### config.mk
export PLATFORM = sky130hd
export DESIGN_NAME = time_triggered_task_scheduler_core_flat
export DESIGN_NICKNAME = d
export VERILOG_FILES = /design/src/sv/ttsched_pkg.sv /design/src/sv/ttsched_if.sv /design/src/sv/ttsched_ctrl.sv /design/src/sv/ttsched_dp.sv /design/src/sv/time_triggered_task_scheduler_core.sv /design/src/flat_wrapper.sv
export SDC_FILE = /design/constraint.sdc
export NUM_CORES = 1
export LEC_CHECK = 0
export BUFFER_PORTS_ARGS = -buffer_cell sky130_fd_sc_hd__buf_2
export CAP_MARGIN = 20
export CORE_UTILIZATION = 63
export DETAILED_ROUTE_END_ITERATION = 16
export HOLD_SLACK_MARGIN = 0.08
export PLACE_DENSITY = 0.85
export SLEW_MARGIN = 20
export SYNTH_ARGS = -nofsm -noshare
export SYNTH_HDL_FRONTEND = slang
export SYNTH_SLANG_ARGS = --single-unit
### constraint.sdc
create_clock -name clock -period 6.2 [get_ports clock]
set_clock_uncertainty 0.2 [all_clocks]
set_input_delay 1.24 -clock clock [delete_from_list [all_inputs] [get_ports clock]]
set_output_delay 1.24 -clock clock [all_outputs]
set_load 0.005 [all_outputs]
### src/sv/ttsched_pkg.sv
package ttsched_pkg;

   // table geometry
   localparam int NUM_SLOTS   = 8;
   localparam int TIME_WIDTH  = 16;
   localparam int SLOT_W      = (NUM_SLOTS > 1) ? $clog2(NUM_SLOTS) : 1;

   // dispatch produces at most this many run beats per request
   localparam int MAX_RESULTS = 8;
   localparam int CNT_W       = $clog2(MAX_RESULTS + 1);

   // fixed field widths
   localparam int OP_W        = 2;
   localparam int FIELD_T_W   = 16;
   localparam int IDX_W       = 3;
   localparam int SLOT_OUT_W  = 4;
   localparam int PEND_W      = 8;

   localparam logic [PEND_W-1:0] PEND_MAX = '1;

   typedef enum logic [OP_W-1:0] {
      OP_TICK     = 2'd0,
      OP_ADD      = 2'd1,
      OP_DELETE   = 2'd2,
      OP_DISPATCH = 2'd3
   } op_type;

   typedef enum logic [1:0] {
      ST_IDLE,
      ST_WALK,
      ST_FINISH
   } state_type;

   // which response beat the datapath builds
   typedef enum logic [2:0] {
      RES_EMPTY,
      RES_ADDED,
      RES_FULL,
      RES_DELETED,
      RES_RUN_MID,
      RES_RUN_LAST
   } res_type;

   typedef struct packed {
      logic              load_in;
      logic [SLOT_W-1:0] idx;
      logic              write;
      logic              hold_load;
      logic              emit;
      res_type           res;
   } cmd_type;

   typedef struct packed {
      op_type op;
      logic   cur_used;
      logic   cur_pend;
      logic   del_ok;
      logic   out_free;
   } status_type;

endpackage

### src/sv/ttsched_if.sv
interface ttsched_req_if;
   logic        valid;
   logic        ready;
   logic [1:0]  op;
   logic [15:0] start_delay;
   logic [15:0] run_period;
   logic [2:0]  slot_index;

   modport source (output valid, op, start_delay, run_period, slot_index, input ready);
   modport sink   (input valid, op, start_delay, run_period, slot_index, output ready);
endinterface

interface ttsched_rsp_if;
   logic       valid;
   logic       ready;
   logic [3:0] slot_out;
   logic       run_valid;
   logic       error_flag;
   logic       last;

   modport source (output valid, slot_out, run_valid, error_flag, last, input ready);
   modport sink   (input valid, slot_out, run_valid, error_flag, last, output ready);
endinterface

### src/sv/ttsched_ctrl.sv
module ttsched_ctrl
   import ttsched_pkg::*;
(
   input  logic       clock,
   input  logic       reset,
   input  logic       req_valid,
   output logic       req_ready,
   input  status_type status,
   output cmd_type    cmd
);

   state_type         state_ff, state_in;
   logic [SLOT_W-1:0] idx_ff, idx_in;
   logic [CNT_W-1:0]  n_ff, n_in;
   logic              hold_valid_ff, hold_valid_in;

   logic step;
   logic add_hit;
   logic take;
   logic at_end;

   assign at_end    = (idx_ff == SLOT_W'(NUM_SLOTS - 1));
   assign req_ready = (state_ff == ST_IDLE);

   // per-slot decision during the walk
   always_comb begin
      step    = 1'b0;
      add_hit = 1'b0;
      take    = 1'b0;
      if (state_ff == ST_WALK) begin
         case (status.op)
            OP_TICK: step = 1'b1;
            OP_ADD: begin
               if (!status.cur_used) begin
                  add_hit = status.out_free;
               end else begin
                  step = 1'b1;
               end
            end
            OP_DISPATCH: begin
               if (status.cur_pend && (n_ff < CNT_W'(MAX_RESULTS))) begin
                  if (!hold_valid_ff || status.out_free) begin
                     take = 1'b1;
                     step = 1'b1;
                  end
               end else begin
                  step = 1'b1;
               end
            end
            default: step = 1'b0;
         endcase
      end
   end

   always_comb begin
      state_in = state_ff;
      unique case (state_ff)
         ST_IDLE: begin
            if (req_valid) state_in = ST_WALK;
         end
         ST_WALK: begin
            if (add_hit) begin
               state_in = ST_IDLE;
            end else if (status.op == OP_DELETE) begin
               state_in = ST_FINISH;
            end else if (step && at_end) begin
               state_in = ST_FINISH;
            end
         end
         ST_FINISH: begin
            if (status.out_free) state_in = ST_IDLE;
         end
         default: state_in = ST_IDLE;
      endcase
   end

   always_comb begin
      cmd           = '0;
      cmd.idx       = idx_ff;
      cmd.res       = RES_EMPTY;
      idx_in        = idx_ff;
      n_in          = n_ff;
      hold_valid_in = hold_valid_ff;
      unique case (state_ff)
         ST_IDLE: begin
            if (req_valid) begin
               cmd.load_in   = 1'b1;
               idx_in        = '0;
               n_in          = '0;
               hold_valid_in = 1'b0;
            end
         end
         ST_WALK: begin
            case (status.op)
               OP_TICK: cmd.write = 1'b1;
               OP_ADD: begin
                  if (add_hit) begin
                     cmd.write = 1'b1;
                     cmd.emit  = 1'b1;
                     cmd.res   = RES_ADDED;
                  end
               end
               OP_DISPATCH: begin
                  if (take) begin
                     cmd.write     = 1'b1;
                     cmd.hold_load = 1'b1;
                     cmd.emit      = hold_valid_ff;
                     cmd.res       = RES_RUN_MID;
                     n_in          = n_ff + CNT_W'(1);
                     hold_valid_in = 1'b1;
                  end
               end
               default: cmd.write = 1'b0;
            endcase
            if (step && !at_end) idx_in = idx_ff + SLOT_W'(1);
         end
         ST_FINISH: begin
            if (status.out_free) begin
               cmd.emit = 1'b1;
               case (status.op)
                  OP_TICK: cmd.res = RES_EMPTY;
                  OP_ADD:  cmd.res = RES_FULL;
                  OP_DELETE: begin
                     cmd.res   = RES_DELETED;
                     cmd.write = status.del_ok;
                  end
                  default: cmd.res = hold_valid_ff ? RES_RUN_LAST : RES_EMPTY;
               endcase
            end
         end
         default: cmd.emit = 1'b0;
      endcase
   end

   always_ff @(posedge clock) begin
      if (reset) begin
         state_ff      <= ST_IDLE;
         idx_ff        <= '0;
         n_ff          <= '0;
         hold_valid_ff <= 1'b0;
      end else begin
         state_ff      <= state_in;
         idx_ff        <= idx_in;
         n_ff          <= n_in;
         hold_valid_ff <= hold_valid_in;
      end
   end

endmodule

### src/sv/ttsched_dp.sv
module ttsched_dp
   import ttsched_pkg::*;
(
   input  logic                  clock,
   input  logic                  reset,
   input  cmd_type               cmd,
   output status_type            status,
   input  logic [OP_W-1:0]       req_op,
   input  logic [FIELD_T_W-1:0]  req_start_delay,
   input  logic [FIELD_T_W-1:0]  req_run_period,
   input  logic [IDX_W-1:0]      req_slot_index,
   output logic                  rsp_valid,
   input  logic                  rsp_ready,
   output logic [SLOT_OUT_W-1:0] rsp_slot_out,
   output logic                  rsp_run_valid,
   output logic                  rsp_error_flag,
   output logic                  rsp_last
);

   // slot table
   logic                  used_ff   [NUM_SLOTS];
   logic [TIME_WIDTH-1:0] delay_ff  [NUM_SLOTS];
   logic [TIME_WIDTH-1:0] period_ff [NUM_SLOTS];
   logic [PEND_W-1:0]     pend_ff   [NUM_SLOTS];

   // latched request
   op_type                in_op_ff;
   logic [TIME_WIDTH-1:0] in_start_ff;
   logic [TIME_WIDTH-1:0] in_period_ff;
   logic [IDX_W-1:0]      in_idx_ff;

   logic [SLOT_W-1:0]     hold_slot_ff;

   logic                  out_valid_ff, out_valid_in;
   logic [SLOT_OUT_W-1:0] out_slot_ff, out_slot_in;
   logic                  out_run_ff, out_run_in;
   logic                  out_err_ff, out_err_in;
   logic                  out_last_ff, out_last_in;

   logic [SLOT_W-1:0]     addr;
   logic                  cur_used;
   logic [TIME_WIDTH-1:0] cur_delay;
   logic [TIME_WIDTH-1:0] cur_period;
   logic [PEND_W-1:0]     cur_pend;
   logic                  del_ok;

   logic                  ent_used_in;
   logic [TIME_WIDTH-1:0] ent_delay_in;
   logic [TIME_WIDTH-1:0] ent_period_in;
   logic [PEND_W-1:0]     ent_pend_in;

   assign addr       = (in_op_ff == OP_DELETE) ? SLOT_W'(in_idx_ff) : cmd.idx;
   assign cur_used   = used_ff[addr];
   assign cur_delay  = delay_ff[addr];
   assign cur_period = period_ff[addr];
   assign cur_pend   = pend_ff[addr];
   assign del_ok     = (int'(in_idx_ff) < NUM_SLOTS);

   assign status.op       = in_op_ff;
   assign status.cur_used = cur_used;
   assign status.cur_pend = (cur_pend != '0);
   assign status.del_ok   = del_ok;
   assign status.out_free = !out_valid_ff || rsp_ready;

   // new contents of the addressed slot
   always_comb begin
      ent_used_in   = cur_used;
      ent_delay_in  = cur_delay;
      ent_period_in = cur_period;
      ent_pend_in   = cur_pend;
      unique case (in_op_ff)
         OP_TICK: begin
            if (cur_used) begin
               if (cur_delay == '0) begin
                  if (cur_pend != PEND_MAX) ent_pend_in = cur_pend + PEND_W'(1);
                  if (cur_period != '0) ent_delay_in = cur_period - TIME_WIDTH'(1);
               end else begin
                  ent_delay_in = cur_delay - TIME_WIDTH'(1);
               end
            end
         end
         OP_ADD: begin
            ent_used_in   = 1'b1;
            ent_delay_in  = in_start_ff;
            ent_period_in = in_period_ff;
            ent_pend_in   = '0;
         end
         OP_DELETE: begin
            ent_used_in   = 1'b0;
            ent_delay_in  = '0;
            ent_period_in = '0;
            ent_pend_in   = '0;
         end
         OP_DISPATCH: begin
            ent_pend_in = cur_pend - PEND_W'(1);
            // one-shot task leaves the table once run
            if (cur_period == '0) begin
               ent_used_in  = 1'b0;
               ent_delay_in = '0;
               ent_pend_in  = '0;
            end
         end
         default: ent_used_in = cur_used;
      endcase
   end

   always_ff @(posedge clock) begin
      if (reset) begin
         for (int i = 0; i < NUM_SLOTS; i++) begin
            used_ff[i]   <= 1'b0;
            delay_ff[i]  <= '0;
            period_ff[i] <= '0;
            pend_ff[i]   <= '0;
         end
      end else if (cmd.write) begin
         used_ff[addr]   <= ent_used_in;
         delay_ff[addr]  <= ent_delay_in;
         period_ff[addr] <= ent_period_in;
         pend_ff[addr]   <= ent_pend_in;
      end
   end

   always_ff @(posedge clock) begin
      if (cmd.load_in) begin
         in_op_ff     <= op_type'(req_op);
         in_start_ff  <= TIME_WIDTH'(req_start_delay);
         in_period_ff <= TIME_WIDTH'(req_run_period);
         in_idx_ff    <= req_slot_index;
      end
      if (cmd.hold_load) hold_slot_ff <= cmd.idx;
   end

   // response beat
   always_comb begin
      out_valid_in = out_valid_ff && !rsp_ready;
      out_slot_in  = out_slot_ff;
      out_run_in   = out_run_ff;
      out_err_in   = out_err_ff;
      out_last_in  = out_last_ff;
      if (cmd.emit) begin
         out_valid_in = 1'b1;
         out_slot_in  = SLOT_OUT_W'(NUM_SLOTS);
         out_run_in   = 1'b0;
         out_err_in   = 1'b0;
         out_last_in  = 1'b1;
         unique case (cmd.res)
            RES_EMPTY: out_last_in = 1'b1;
            RES_ADDED: out_slot_in = SLOT_OUT_W'(cmd.idx);
            RES_FULL:  out_err_in  = 1'b1;
            RES_DELETED: begin
               out_slot_in = SLOT_OUT_W'(in_idx_ff);
               out_err_in  = !del_ok;
            end
            RES_RUN_MID: begin
               out_slot_in = SLOT_OUT_W'(hold_slot_ff);
               out_run_in  = 1'b1;
               out_last_in = 1'b0;
            end
            RES_RUN_LAST: begin
               out_slot_in = SLOT_OUT_W'(hold_slot_ff);
               out_run_in  = 1'b1;
            end
            default: out_last_in = 1'b1;
         endcase
      end
   end

   always_ff @(posedge clock) begin
      if (reset) begin
         out_valid_ff <= 1'b0;
      end else begin
         out_valid_ff <= out_valid_in;
      end
      out_slot_ff <= out_slot_in;
      out_run_ff  <= out_run_in;
      out_err_ff  <= out_err_in;
      out_last_ff <= out_last_in;
   end

   assign rsp_valid      = out_valid_ff;
   assign rsp_slot_out   = out_slot_ff;
   assign rsp_run_valid  = out_run_ff;
   assign rsp_error_flag = out_err_ff;
   assign rsp_last       = out_last_ff;

endmodule

### src/sv/time_triggered_task_scheduler_core.sv
// Time-triggered task scheduler. Keeps NUM_SLOTS task slots, each with an
// in-use mark, a down-counting delay, a period and a saturating count of
// pending runs. A request beat carries one of four operations: tick, add,
// delete or dispatch. Every request yields one response beat, except a
// dispatch, which yields one beat per slot with pending runs (at most
// MAX_RESULTS, in slot order), with last set on the final beat, or one
// empty beat with last set if no slot has pending runs. Tick, add and
// dispatch walk the slot table one slot per cycle through a single table
// port, except that a response beat that is not taken holds the walk of
// add or dispatch until the sink accepts it. Add stops at the first free
// slot, and delete goes straight to its response. Only one request is in
// flight; req_chan.ready is high while the block is idle.
module time_triggered_task_scheduler_core
   import ttsched_pkg::*;
(
   input logic          clock,
   input logic          reset,
   ttsched_req_if.sink   req_chan,
   ttsched_rsp_if.source rsp_chan
);

   cmd_type    cmd;     // controller -> datapath
   status_type status;  // datapath -> controller
   logic       req_ready;

   // sequencer: walks the table and decides which beats go out
   ttsched_ctrl u_ctrl (
      .clock     (clock),
      .reset     (reset),
      .req_valid (req_chan.valid),
      .req_ready (req_ready),
      .status    (status),
      .cmd       (cmd)
   );

   assign req_chan.ready = req_ready;

   // slot table, request latch, run holding register and response register
   ttsched_dp u_dp (
      .clock           (clock),
      .reset           (reset),
      .cmd             (cmd),
      .status          (status),
      .req_op          (req_chan.op),
      .req_start_delay (req_chan.start_delay),
      .req_run_period  (req_chan.run_period),
      .req_slot_index  (req_chan.slot_index),
      .rsp_valid       (rsp_chan.valid),
      .rsp_ready       (rsp_chan.ready),
      .rsp_slot_out    (rsp_chan.slot_out),
      .rsp_run_valid   (rsp_chan.run_valid),
      .rsp_error_flag  (rsp_chan.error_flag),
      .rsp_last        (rsp_chan.last)
   );

endmodule
### src/flat_wrapper.sv
// flat-port wrapper written by rule: the top's interface ports become plain ports
module time_triggered_task_scheduler_core_flat import ttsched_pkg::*;
  (clock, reset, req_chan_valid, req_chan_op, req_chan_start_delay, req_chan_run_period, req_chan_slot_index, req_chan_ready, rsp_chan_valid, rsp_chan_slot_out, rsp_chan_run_valid, rsp_chan_error_flag, rsp_chan_last, rsp_chan_ready);
  ttsched_req_if req_chan_i ();
  ttsched_rsp_if rsp_chan_i ();
  input logic clock;
  input logic reset;
  input wire logic [$bits(req_chan_i.valid)-1:0] req_chan_valid;
  input wire logic [$bits(req_chan_i.op)-1:0] req_chan_op;
  input wire logic [$bits(req_chan_i.start_delay)-1:0] req_chan_start_delay;
  input wire logic [$bits(req_chan_i.run_period)-1:0] req_chan_run_period;
  input wire logic [$bits(req_chan_i.slot_index)-1:0] req_chan_slot_index;
  output wire logic [$bits(req_chan_i.ready)-1:0] req_chan_ready;
  output wire logic [$bits(rsp_chan_i.valid)-1:0] rsp_chan_valid;
  output wire logic [$bits(rsp_chan_i.slot_out)-1:0] rsp_chan_slot_out;
  output wire logic [$bits(rsp_chan_i.run_valid)-1:0] rsp_chan_run_valid;
  output wire logic [$bits(rsp_chan_i.error_flag)-1:0] rsp_chan_error_flag;
  output wire logic [$bits(rsp_chan_i.last)-1:0] rsp_chan_last;
  input wire logic [$bits(rsp_chan_i.ready)-1:0] rsp_chan_ready;
  assign req_chan_i.valid = req_chan_valid;
  assign req_chan_i.op = req_chan_op;
  assign req_chan_i.start_delay = req_chan_start_delay;
  assign req_chan_i.run_period = req_chan_run_period;
  assign req_chan_i.slot_index = req_chan_slot_index;
  assign req_chan_ready = req_chan_i.ready;
  assign rsp_chan_valid = rsp_chan_i.valid;
  assign rsp_chan_slot_out = rsp_chan_i.slot_out;
  assign rsp_chan_run_valid = rsp_chan_i.run_valid;
  assign rsp_chan_error_flag = rsp_chan_i.error_flag;
  assign rsp_chan_last = rsp_chan_i.last;
  assign rsp_chan_i.ready = rsp_chan_ready;
  time_triggered_task_scheduler_core u_core (.clock(clock), .reset(reset), .req_chan(req_chan_i), .rsp_chan(rsp_chan_i));
endmodule
==> metrics.cfg <==
[floorplanning]
dieHeight_um=173
fp-row-count=62
initial_utilization_pct=63.9
coreArea_sq_mm=0.0287
dieArea_sq_mm=0.0298
die_w_um=173
io_pins=50

[pwr]
switchingPower_mw=2.54
p_per_area_mw_per_mm2=370
p_clk_share_pct=31.5
p_seq_share_pct=41.1
p_int_mw=5.07
share_comb_of_total_power_pct=27.4
swShare_pct=33.4
p_leak_nw=7.29
peakVddDrop_mv=0.261

[yosys]
yosys.area.top_type_share_pct=61.4
synth_seq_cells=386
synthCells=1567
ys.flop_type=edfxtp_1
synth-seq-area-share_pct=62.6
yosysWarnings=0
syn_nets=1622
synth_area_sq_mm=0.0183
post_synth.cell_area_avg_sq_um=11.7
ys_top_cells_by_area=edfxtp_1 61%, nor2_1 7.8%, mux2i_1 3.8%, nand2_1 3.1%, nand3_1 1.7%
ys_top_cells_by_count=383 x nor2_1, 375 x edfxtp_1, 149 x nand2_1
synth_top_cell_by_area=edfxtp_1
synth.distinct_cells=84
yosysMostFrequentCell=nor2_1
async_flop_share_pct=0
synth-edff-count=375

[sta]
slew-limit-headroom_pct=31.4
setup_violations=0
finalCritPeriodShare_pct=94.7
finalHoldViolations=0
layout_min_cycle_time_ns=5.87
fmax_mhz=170
drv_slew=0
rsz0062_at_grt=no
worst_pin_slew_ns=1.03
setup_tns_ns=0

[finish]
final_nets=1691
num_antenna_cells=0
seq_area_sq_mm=0.0115
multiInputGateArea_sq_mm=0.00635
layoutNonFillerInstCount=2051
final_util_pct=71.6
fillers=1934
post_route_cells_drive_above_1_share_pct=14.7
syn_to_final_growth_pct=12.1

[global_routing]
antenna_found_initial=1
grt_overflow=0
grt_max_degree=60
first_global_vias=13712
grt_pass1_wl_um=81600
track_usage_pct=36.6

[critical_path]
arrival_ns=5.92
reg2reg_to=u_core.u_dp.pend_ff[1][5]
critPathMaxFanout=23
rrSetupSlack_ns=0.33
start_kind=flip-flop
required_ns=6.25
reg2reg_from=u_core.u_dp.in_op_ff[0]
critPathCaptureType=flip-flop
r2r_cells=16
worstSetupPathType=flip-flop to flip-flop

[run_status]
status=complete, no violations

[placement]
dpl.cell_count=1979
dp_hpwl_um=32600
port_buffers=49
place.gp.congestion=0.988

[run]
maxCapViolCount=0

[worst_hold_path]
whs_path_depth=1
min_path_type=flip-flop to flip-flop
min_delay_worst_endpoint=u_core.u_ctrl.n_ff[2]
min-delay-start=u_core.u_ctrl.n_ff[2]

[routing]
remaining_drc_errors=0
vias=14039
via_per_inst=6.84
drt_pass1_iterations=6
dr.first_iter.drc_count=2124
drt_wl_total_um=54400
antenna_left=0
post_drt_wl_per_cell_um=26.5

[clock_network]
cts_tree=built
cts_sinks=386
cts_inserted_buffers=39
cts_resized=0
cts_max_path_buffers=3
root_buffer=clkbuf_16
clk-insertion-delay-late_ns=0.54
clkTransAtPathRegs_ns=0.06
postCtsSetupBuffers=0
ctsHoldBuffers=0
h-tree-depth=2

[cell usage in the layout, fill, tap and decap left out, types with 8 or more instances in the layout]
cell type,count
buf_12,9
o21ai_0,34
a21oi_1,59
buf_4,62
mux4_2,14
inv_1,20
nor2b_1,12
xnor2_1,14
edfxtp_1,375
a221oi_1,8
clkinv_1,10
a31oi_1,14
nand4_1,24
dfxtp_1,11
ha_1,14
mux2i_1,69
nand2_1,141
nand3_2,8
a32oi_1,9
nand2_2,8
a22oi_1,10
nand3_1,56
buf_2,49
nor2_1,383
o22ai_1,21
clkbuf_16,39
o2bb2ai_1,8
nor3_1,18
[worst max path at each step]
stage	start	endpoint	slack, ns	depth (start not counted)
floorplan	u_core.u_dp.in_op_ff[0]	u_core.u_dp.delay_ff[0][0]	0.61	18
global placement	u_core.u_dp.in_op_ff[0]	u_core.u_dp.delay_ff[3][2]	0.79	16
detailed placement	u_core.u_dp.in_op_ff[0]	u_core.u_dp.delay_ff[1][7]	0.61	14
CTS	u_core.u_dp.in_op_ff[0]	u_core.u_dp.pend_ff[1][5]	0.45	16
global route	u_core.u_dp.in_op_ff[0]	u_core.u_dp.pend_ff[1][5]	0.10	16
finish	u_core.u_dp.in_op_ff[0]	u_core.u_dp.pend_ff[1][5]	0.33	16
[kinds of logic (layout without fill, tap and decap cells)]
| kind of cell | count (synthesis) | in the layout | synth area share (%) |
|---|---|---|---|
| buffers and inverters | 113 | 213 | 3.14 |
| and+or+nand+nor | 697 | 697 | 16.6 |
| AOI/OAI and AO/OA | 245 | 245 | 9.54 |
| DFF | 386 | 386 | 62.6 |
| muxes | 92 | 92 | 6.20 |
| xor gates and xnor gates | 20 | 20 | 0.955 |
| adders and majority gates | 14 | 14 | 0.955 |
[stage by stage]
step | area, sq um | hold WS [ns] | total power, mW | worst slack, ns
final | 20600 | 0.290 | 7.61 | 0.331
after global routing | 20600 | 0.319 | 7.82 | 0.102
after CTS | 20600 | 0.291 | 7.54 | 0.446
after detailed placement | 19300 | 0.276 | 5.17 | 0.615
after global placement | 19300 | 0.254 | 5.12 | 0.786
after floorplan | 18300 | 0.238 | 4.47 | 0.615
[cell type report]
type / instances / area share [%]
sequential: 386 / 55.8
multi-input combinational: 1068 / 30.9
clock buffer: 46 / 4.87
timing repair buffer: 120 / 4.33
tap: 384 / 2.34
clock inverter: 26 / 1.37
inverter: 21 / 0.383
[layer usage]
layer	routed length (um)	GRT usage, %	share of wire, %
met3	7470	7.89	14
met1	18500	47.4	34
met5	13	0	0.024
met4	3060	20.6	5.6
met2	25300	57.7	47
[critical path, stage by stage, from the launching register on]
cell,delay [ns]
edfxtp_1,0.47
inv_1,0.12
ha_1,0.23
buf_4,0.23
mux2_2,0.59
buf_4,0.34
nor2_2,0.61
a32oi_1,0.24
a21boi_0,0.52
nand4_2,0.38
nor3_2,0.23
buf_4,0.24
nor3_1,0.12
buf_4,0.20
a22o_1,0.20
o21ai_1,0.51
nor2_1,0.13
[sequential cells by signal (all words and copies together) (netlist names), 2 cells and up]
signal / count
u_core.u_dp.period_ff: 128
u_core.u_ctrl.state_ff: 2
u_core.u_dp.in_idx_ff: 3
u_core.u_dp.in_op_ff: 2
u_core.u_dp.in_period_ff: 16
u_core.u_dp.used_ff: 8
u_core.u_dp.pend_ff: 64
u_core.u_dp.hold_slot_ff: 3
u_core.u_dp.rsp_slot_out: 4
u_core.u_dp.delay_ff: 128
u_core.u_ctrl.n_ff: 4
u_core.u_dp.in_start_ff: 16
u_core.u_ctrl.idx_ff: 3
[power by group through the flow]
| stage | sequential [mW] | combinational (mW) | clock (mW) |
|---|---|---|---|
| floorplan | 3.14 | 1.33 | 0 |
| global placement | 3.17 | 1.95 | 0 |
| detailed placement | 3.18 | 2.00 | 0 |
| CTS | 3.12 | 2.02 | 2.40 |
| global route | 3.14 | 2.19 | 2.50 |
| finish | 3.13 | 2.09 | 2.40 |
Note: power is estimated with default switching activity, not from simulation.
